--- src/hw/rtl/lcd_seq_pkg.sv ---
// ---------------------------------------------------------------------------
// lcd_seq_pkg
// Types, codes and constants shared by the character LCD nibble sequencer.
// ---------------------------------------------------------------------------
`timescale 1ns / 1ps
`default_nettype none

package lcd_seq_pkg;

    // request codes
    localparam logic [2:0] REQ_INIT   = 3'd0;
    localparam logic [2:0] REQ_CMD    = 3'd1;
    localparam logic [2:0] REQ_DATA   = 3'd2;
    localparam logic [2:0] REQ_CURSOR = 3'd3;
    localparam logic [2:0] REQ_CLEAR  = 3'd4;

    // hold times in ms
    localparam logic [1:0] HOLD_NONE   = 2'd0;
    localparam logic [1:0] HOLD_STROBE = 2'd1;
    localparam logic [1:0] HOLD_LONG   = 2'd2;

    localparam logic [7:0] CMD_FUNCSET = 8'h28;
    localparam logic [7:0] CMD_DISPON  = 8'h0C;
    localparam logic [7:0] CMD_ENTRY   = 8'h06;
    localparam logic [7:0] CMD_CLEAR   = 8'h01;
    localparam logic [3:0] WAKE_NIB    = 4'h3;
    localparam logic [3:0] MODE4_NIB   = 4'h2;

    // nibble index of the last nibble of a request
    localparam logic [3:0] INIT_LAST_NIB = 4'd11;
    localparam logic [3:0] BYTE_LAST_NIB = 4'd1;

    typedef struct packed {
        logic [2:0] req_type;
        logic [7:0] byte_value;
        logic [3:0] column;
        logic       row;
    } lcd_req_t;

    typedef struct packed {
        logic [3:0] data_nibble;
        logic       reg_select;
        logic       enable_line;
        logic [1:0] hold_ms;
        logic       last;
    } lcd_snap_t;

    typedef enum logic [2:0] {
        ST_IDLE,
        ST_PRE,
        ST_HI,
        ST_LO,
        ST_TAIL
    } lcd_state_t;

    typedef enum logic [1:0] {
        SNAP_PRE,
        SNAP_HI,
        SNAP_LO,
        SNAP_TAIL
    } snap_kind_t;

    typedef struct packed {
        logic       load;
        logic       emit;
        snap_kind_t kind;
        logic [3:0] nib_idx;
        logic       use_table;
        logic       rs;
        logic [1:0] hold;
        logic       last;
    } lcd_cmd_t;

    typedef struct packed {
        logic out_free;
    } lcd_status_t;

    // wake-up nibbles followed by the four set-up commands
    function automatic logic [3:0] init_nibble(input logic [3:0] idx);
        logic [3:0] nib;
        unique case (idx) inside
            4'd0, 4'd1, 4'd2: nib = WAKE_NIB;
            4'd3:             nib = MODE4_NIB;
            4'd4:             nib = CMD_FUNCSET[7:4];
            4'd5:             nib = CMD_FUNCSET[3:0];
            4'd6:             nib = CMD_DISPON[7:4];
            4'd7:             nib = CMD_DISPON[3:0];
            4'd8:             nib = CMD_ENTRY[7:4];
            4'd9:             nib = CMD_ENTRY[3:0];
            4'd10:            nib = CMD_CLEAR[7:4];
            4'd11:            nib = CMD_CLEAR[3:0];
            default:          nib = 4'h0;
        endcase
        return nib;
    endfunction

endpackage

`default_nettype wire

--- src/hw/rtl/lcd_seq_ctrl.sv ---
// ---------------------------------------------------------------------------
// lcd_seq_ctrl
// Controller: walks the snapshot sequence of one request and issues
// emit commands to the datapath.
// ---------------------------------------------------------------------------
`timescale 1ns / 1ps
`default_nettype none

module lcd_seq_ctrl
    import lcd_seq_pkg::*;
(
    input  wire logic        clk,
    input  wire logic        rst_n,
    input  wire logic        req_valid,
    input  wire logic [2:0]  req_type,
    output logic             req_stall,
    input  wire lcd_status_t status,
    output lcd_cmd_t         cmd
);

    lcd_state_t state_reg, state_next;
    logic [2:0] type_reg, type_next;
    logic [3:0] nib_reg, nib_next;
    logic       final_nib;
    logic       is_data;

    always_ff @(posedge clk or negedge rst_n)
    begin
        if (!rst_n)
        begin
            state_reg <= ST_IDLE;
            type_reg  <= REQ_INIT;
            nib_reg   <= 4'd0;
        end
        else
        begin
            state_reg <= state_next;
            type_reg  <= type_next;
            nib_reg   <= nib_next;
        end
    end

    assign is_data   = (type_reg == REQ_DATA);
    assign final_nib = (type_reg == REQ_INIT) ? (nib_reg == INIT_LAST_NIB)
                                              : (nib_reg == BYTE_LAST_NIB);
    assign req_stall = (state_reg != ST_IDLE);

    always_comb
    begin
        state_next    = state_reg;
        type_next     = type_reg;
        nib_next      = nib_reg;
        cmd.load      = 1'b0;
        cmd.emit      = 1'b0;
        cmd.kind      = SNAP_HI;
        cmd.nib_idx   = nib_reg;
        cmd.use_table = (type_reg == REQ_INIT);
        cmd.rs        = is_data;
        cmd.hold      = HOLD_STROBE;
        cmd.last      = 1'b0;

        unique case (state_reg)
            ST_IDLE:
            begin
                if (req_valid)
                begin
                    cmd.load  = 1'b1;
                    type_next = req_type;
                    nib_next  = 4'd0;
                    unique case (req_type) inside
                        REQ_INIT, REQ_CMD, REQ_DATA, REQ_CLEAR: state_next = ST_HI;
                        REQ_CURSOR:                             state_next = ST_PRE;
                        default:                                state_next = ST_IDLE;
                    endcase
                end
            end
            ST_PRE:
            begin
                cmd.kind = SNAP_PRE;
                if (status.out_free)
                begin
                    cmd.emit   = 1'b1;
                    state_next = ST_HI;
                end
            end
            ST_HI:
            begin
                cmd.kind = SNAP_HI;
                if (status.out_free)
                begin
                    cmd.emit   = 1'b1;
                    state_next = ST_LO;
                end
            end
            ST_LO:
            begin
                cmd.kind = SNAP_LO;
                cmd.last = final_nib && !is_data;
                if (final_nib && ((type_reg == REQ_CURSOR) || (type_reg == REQ_CLEAR)))
                begin
                    cmd.hold = HOLD_LONG;
                end
                if (status.out_free)
                begin
                    cmd.emit = 1'b1;
                    if (!final_nib)
                    begin
                        nib_next   = nib_reg + 4'd1;
                        state_next = ST_HI;
                    end
                    else if (is_data)
                    begin
                        state_next = ST_TAIL;
                    end
                    else
                    begin
                        state_next = ST_IDLE;
                    end
                end
            end
            ST_TAIL:
            begin
                cmd.kind = SNAP_TAIL;
                cmd.rs   = 1'b0;
                cmd.hold = HOLD_NONE;
                cmd.last = 1'b1;
                if (status.out_free)
                begin
                    cmd.emit   = 1'b1;
                    state_next = ST_IDLE;
                end
            end
            default:
            begin
                state_next = ST_IDLE;
            end
        endcase
    end

endmodule

`default_nettype wire

--- src/hw/rtl/lcd_seq_dp.sv ---
// ---------------------------------------------------------------------------
// lcd_seq_dp
// Datapath: request byte, pin levels and the output snapshot register.
// ---------------------------------------------------------------------------
`timescale 1ns / 1ps
`default_nettype none

module lcd_seq_dp
    import lcd_seq_pkg::*;
(
    input  wire logic     clk,
    input  wire logic     rst_n,
    input  wire lcd_req_t req,
    input  wire lcd_cmd_t cmd,
    output lcd_status_t   status,
    output logic          snap_valid,
    input  wire logic     snap_stall,
    output lcd_snap_t     snap
);

    logic [7:0] byte_reg, byte_next;
    logic [3:0] pin_nib_reg;
    logic       pin_rs_reg;
    logic       pin_en_reg;
    logic       valid_reg, valid_next;
    lcd_snap_t  snap_reg, snap_next;
    logic [3:0] nib_sel;

    // cursor address is 0x80 or 0xc0 plus the column
    always_comb
    begin
        unique case (req.req_type) inside
            REQ_CMD, REQ_DATA: byte_next = req.byte_value;
            REQ_CURSOR:        byte_next = {1'b1, req.row, 2'b00, req.column};
            REQ_CLEAR:         byte_next = CMD_CLEAR;
            default:           byte_next = byte_reg;
        endcase
    end

    assign nib_sel = cmd.use_table ? init_nibble(cmd.nib_idx)
                   : (cmd.nib_idx[0] ? byte_reg[3:0] : byte_reg[7:4]);

    always_comb
    begin
        snap_next.hold_ms = cmd.hold;
        snap_next.last    = cmd.last;
        unique case (cmd.kind)
            SNAP_PRE:
            begin
                snap_next.data_nibble = pin_nib_reg;
                snap_next.reg_select  = 1'b0;
                snap_next.enable_line = pin_en_reg;
            end
            SNAP_HI:
            begin
                snap_next.data_nibble = nib_sel;
                snap_next.reg_select  = cmd.rs;
                snap_next.enable_line = 1'b1;
            end
            SNAP_LO:
            begin
                snap_next.data_nibble = nib_sel;
                snap_next.reg_select  = cmd.rs;
                snap_next.enable_line = 1'b0;
            end
            SNAP_TAIL:
            begin
                snap_next.data_nibble = pin_nib_reg;
                snap_next.reg_select  = 1'b0;
                snap_next.enable_line = pin_en_reg;
            end
            default:
            begin
                snap_next.data_nibble = pin_nib_reg;
                snap_next.reg_select  = pin_rs_reg;
                snap_next.enable_line = pin_en_reg;
            end
        endcase
    end

    assign valid_next = cmd.emit | (valid_reg & snap_stall);

    always_ff @(posedge clk or negedge rst_n)
    begin
        if (!rst_n)
        begin
            valid_reg   <= 1'b0;
            pin_nib_reg <= 4'hF;
            pin_rs_reg  <= 1'b1;
            pin_en_reg  <= 1'b1;
        end
        else
        begin
            valid_reg <= valid_next;
            if (cmd.emit)
            begin
                pin_nib_reg <= snap_next.data_nibble;
                pin_rs_reg  <= snap_next.reg_select;
                pin_en_reg  <= snap_next.enable_line;
            end
        end
    end

    always_ff @(posedge clk)
    begin
        if (cmd.load)
        begin
            byte_reg <= byte_next;
        end
        if (cmd.emit)
        begin
            snap_reg <= snap_next;
        end
    end

    assign status.out_free = !valid_reg || !snap_stall;
    assign snap_valid      = valid_reg;
    assign snap            = snap_reg;

endmodule

`default_nettype wire

--- src/hw/rtl/char_lcd_nibble_sequencer_unit.sv ---
// Takes one request at a time (init, command byte, data character, cursor
// move, clear) and answers with a run of pin snapshots for a 4-bit character
// LCD bus, the final one flagged by last. After a request is taken the
// sequencer emits one snapshot per cycle while the output is not stalled:
// 24 snapshots for init, 4 for command and clear, 5 for data and cursor
// move. The rate is set by the single output register, which holds one
// snapshot at a time. Request codes 5 to 7 are taken and dropped without
// output. Pin levels persist between requests and start all high after
// reset.
// ---------------------------------------------------------------------------
// char_lcd_nibble_sequencer_unit
// Top level of the character LCD 4-bit nibble sequencer.
// ---------------------------------------------------------------------------
`timescale 1ns / 1ps
`default_nettype none

module char_lcd_nibble_sequencer_unit
    import lcd_seq_pkg::*;
(
    input  wire logic     clk,
    input  wire logic     rst_n,
    input  wire logic     req_valid,
    output logic          req_stall,
    input  wire lcd_req_t req,
    output logic          snap_valid,
    input  wire logic     snap_stall,
    output lcd_snap_t     snap
);

    lcd_cmd_t    cmd;
    lcd_status_t status;

    lcd_seq_ctrl u_ctrl (
        .clk       (clk),
        .rst_n     (rst_n),
        .req_valid (req_valid),
        .req_type  (req.req_type),
        .req_stall (req_stall),
        .status    (status),
        .cmd       (cmd)
    );

    lcd_seq_dp u_dp (
        .clk        (clk),
        .rst_n      (rst_n),
        .req        (req),
        .cmd        (cmd),
        .status     (status),
        .snap_valid (snap_valid),
        .snap_stall (snap_stall),
        .snap       (snap)
    );

endmodule

`default_nettype wire

--- config.mk ---
export PLATFORM = sky130hd
export DESIGN_NAME = char_lcd_nibble_sequencer_unit
export DESIGN_NICKNAME = d
export VERILOG_FILES = /design/src/hw/rtl/lcd_seq_pkg.sv /design/src/hw/rtl/lcd_seq_ctrl.sv /design/src/hw/rtl/lcd_seq_dp.sv /design/src/hw/rtl/char_lcd_nibble_sequencer_unit.sv
export SDC_FILE = /design/constraint.sdc
export NUM_CORES = 1
export LEC_CHECK = 0
export ABC_AREA = 1
export BUFFER_PORTS_ARGS = -buffer_cell sky130_fd_sc_hd__clkbuf_2
export CORE_MARGIN = 2
export CORE_UTILIZATION = 60
export DETAILED_ROUTE_END_ITERATION = 8
export PLACE_DENSITY = 0.84
export SYNTH_ARGS = -nofsm -noshare
export SYNTH_HDL_FRONTEND = slang
export SYNTH_SLANG_ARGS = --single-unit
export TNS_END_PERCENT = 1
--- constraint.sdc ---
create_clock -name clk -period 2.8 [get_ports clk]
set_input_delay 0.28 -clock clk [delete_from_list [all_inputs] [get_ports clk]]
set_output_delay 0.28 -clock clk [all_outputs]
set_load 0.005 [all_outputs]
==> impl_metrics.tcl <==
set metrics [dict create \
    critPathKind "reg -> reg" \
    power_density_mw_per_mm2 1060 \
    crit_path_max_fanout 5 \
    tightest_slew_ns 0.504 \
    switching_share_pct 40.2 \
    drt_iter0_drc 91 \
    power_frac_comb_pct 43.7 \
    place_hpwl_mm 2.65 \
    skew_ns 0.00998 \
    clockBufferDepth 2 \
    grt_overflow 0 \
    slew_viol_final 0 \
    grt_pass1_wl_mm 5.76 \
    p_sw_uw 919 \
    final.setup.tns_ns 0 \
    nets 280 \
    p_leak_uw 0.00107 \
    cts-htree-levels 2 \
    internal_power_uw 1370 \
    avgSynthCellArea_um2 8.54 \
    cap_violations 0 \
    row_count 20 \
    ctsHoldBuffers 1 \
    max-vdd-ir-drop_v 0.000650 \
    largest_register_ffs 9 \
    first_pass_iters 4 \
    cts_sinks 33 \
    outcome "complete, no violations" \
    yosys_warnings 0 \
    cpMostUsedCell "inv_2" \
    route.antenna.remaining_nets 0 \
    finalHoldViolCount 0 \
    postCtsSetupBuffers 0 \
    route.detailed.drc 0 \
    grt_usage_pct 22.2 \
    synth_cells 217 \
    num-fill-cells 243 \
    antenna_found_initial 0 \
    finalCritPeriodShare_pct 76.6 \
    die_h_um 59.6 \
    wl_per_cell_um 11.9 \
    grt_max_degree 17 \
    path_buf_inv 4 \
    yosys_register_bits 33 \
    layout.cells.non_filler 288 \
    min_path_type "in -> reg" \
    start_util_pct 61.7 \
    setup_violations 0 \
    wirelength_mm 3.41 \
    syn-num-nets 243 \
    via_per_inst 5.30 \
    final_common_cell "nand2_1" \
    post_cts_resized 0 \
    cp-start-kind "register" \
    place_congestion 0.902 \
    cp.arrival_ns 2.23 \
    core_mm2 0.00300 \
    dieWidth_um 59.6 \
    ys_types 32 \
    clock_latency_ns 0.34 \
    cpPeakStageDelay_ns 0.44 \
    antenna_cells 0 \
    ioPinCount 31 \
    slowest_stage "dfrtp_1" \
    syn_area_mm2 0.00185 \
    dieArea_mm2 0.00355 \
    port-buffer-count 30 \
    power_uw 2290 \
    rsz0062_at_grt "no" \
    area_growth_pct 16.3 \
    final_cell_mix "nand2_1 (71), clkbuf_2 (30), nand3_1 (18), edfxtp_1 (17), inv_1 (16)" \
    cts_made_buffers 5 \
    clock_power_share_pct 19.0 \
    endpoint_kind "register" \
    cp.required_ns 2.89 \
    vias 1525 \
    seqPwrFrac_pct 37.2 \
    drive_above_1_share_pct 29.0 \
    critical_path.top_delay_family "simple AND/OR/NAND/NOR gates" \
    grt_pass1_vias 1412 \
    post-route-min-period_ns 2.14 \
    cts_root_buf "clkbuf_4" \
    cp_cell_sequence "nor2_4 -> inv_2 -> nor2_2 -> inv_2 -> nand2_2 -> inv_2 -> nand2_2 -> nand3_2 -> ha_1 -> nor2_1 -> inv_1 -> nand3_1 -> nand2_1" \
    synth_seq_area_share_pct 49.5 \
    cts_tree "done" \
    relSlewSlack_pct 66.2 \
    fmax_mhz 466 \
    clk_pin_slew_ns 0.10 \
    dp.cells 279 \
]
## stage by stage
stage	hold slack, ns	util (%)	setup slack (ns)	instance area, um^2
after floorplan	-0.0156	-	0.920	1850
after global routing	0.206	71.8	0.464	2150
final	0.214	71.8	0.656	2150
after CTS	0.209	71.8	0.657	2150
after global placement	0.230	68.0	0.836	2040
after detailed placement	0.236	68.0	0.658	2040
## power groups by stage
stage / Clock [uW] / Combinational, uW / Sequential, uW
after floorplan: 0 / 743 / 840
after global placement: 0 / 960 / 854
after detailed placement: 0 / 991 / 863
after CTS: 443 / 998 / 852
after global routing: 463 / 1150 / 872
final: 435 / 999 / 851
## final timing paths
| check | startpoint | end | slack, ns | depth (start not counted) |
|---|---|---|---|---|
| worst min-delay path | req[14] | u_ctrl.type_reg[1] | 0.21 | 3 |
| worst max register to register | u_ctrl.state_reg[1] | u_dp.snap[8] | 0.66 | 13 |
| max in group asynchronous | rst_n | u_dp.pin_nib_reg[0] | 2.06 | 2 |
| min in group asynchronous | rst_n | u_dp.snap_valid | 0.40 | 2 |
| worst max-delay path | u_ctrl.state_reg[1] | u_dp.snap[8] | 0.66 | 13 |
| worst min register to register | u_dp.pin_nib_reg[1] | u_dp.pin_nib_reg[1] | 0.48 | 2 |
## kinds of logic after synthesis
kind of cell	after synthesis	synth area share [%]
compound gates	25	9.18
simple gates	123	30.9
buf+inv	30	6.35
flops	33	49.5
fa+ha+maj	6	4.05
## layer usage
layer | part of all wire [%] | GRT usage (%) | vias up
met2 | 50 | 37.0 | 40
met4 | 2.2 | 10.2 | 0
met5 | 0 | 0 | -
met1 | 44 | 25.8 | 692
met3 | 3.7 | 7.21 | 8
li1 | - | - | 785
## worst reg2reg max path, stage by stage, from the launching register on
cell and delay, ns:
dfrtp_1 0.44, nor2_4 0.22, inv_2 0.09, nor2_2 0.15
inv_2 0.08, nand2_2 0.08, inv_2 0.05, nand2_2 0.05
nand3_2 0.06, ha_1 0.19, nor2_1 0.21, inv_1 0.11
nand3_1 0.10, nand2_1 0.07
## area by class of cell
type                       count  area (um^2)  share of cell area (%)
inverter                      28          108                    4.99
tap                           33         41.3                    1.92
sequential                    33          917                    42.6
multi-input combinational    154          818                    38.0
timing repair buffer          32          168                    7.78
clock buffer                   5         37.5                    1.74
clock inverter                 3         65.1                    3.02
## cells in the mapped netlist, drive strengths merged
cell type	number	area (um^2)
ha	6	75.1
nand2	76	308
o211ai	1	12.5
o22a	1	8.76
or2	1	6.26
dfrtp	11	275
o22ai	1	6.26
nor2	18	87.6
nand4	1	6.26
and2	1	6.26
inv	28	108
buf	2	10.0
a22o	4	35.0
nor4	1	6.26
nand3	23	140
a21oi	8	55.1
o21ai	8	40.0
nor3b	1	7.51
a31oi	2	12.5
edfxtp	17	510
dfstp	5	131
nor3	1	5.00
(Power assumes the default switching activity.)
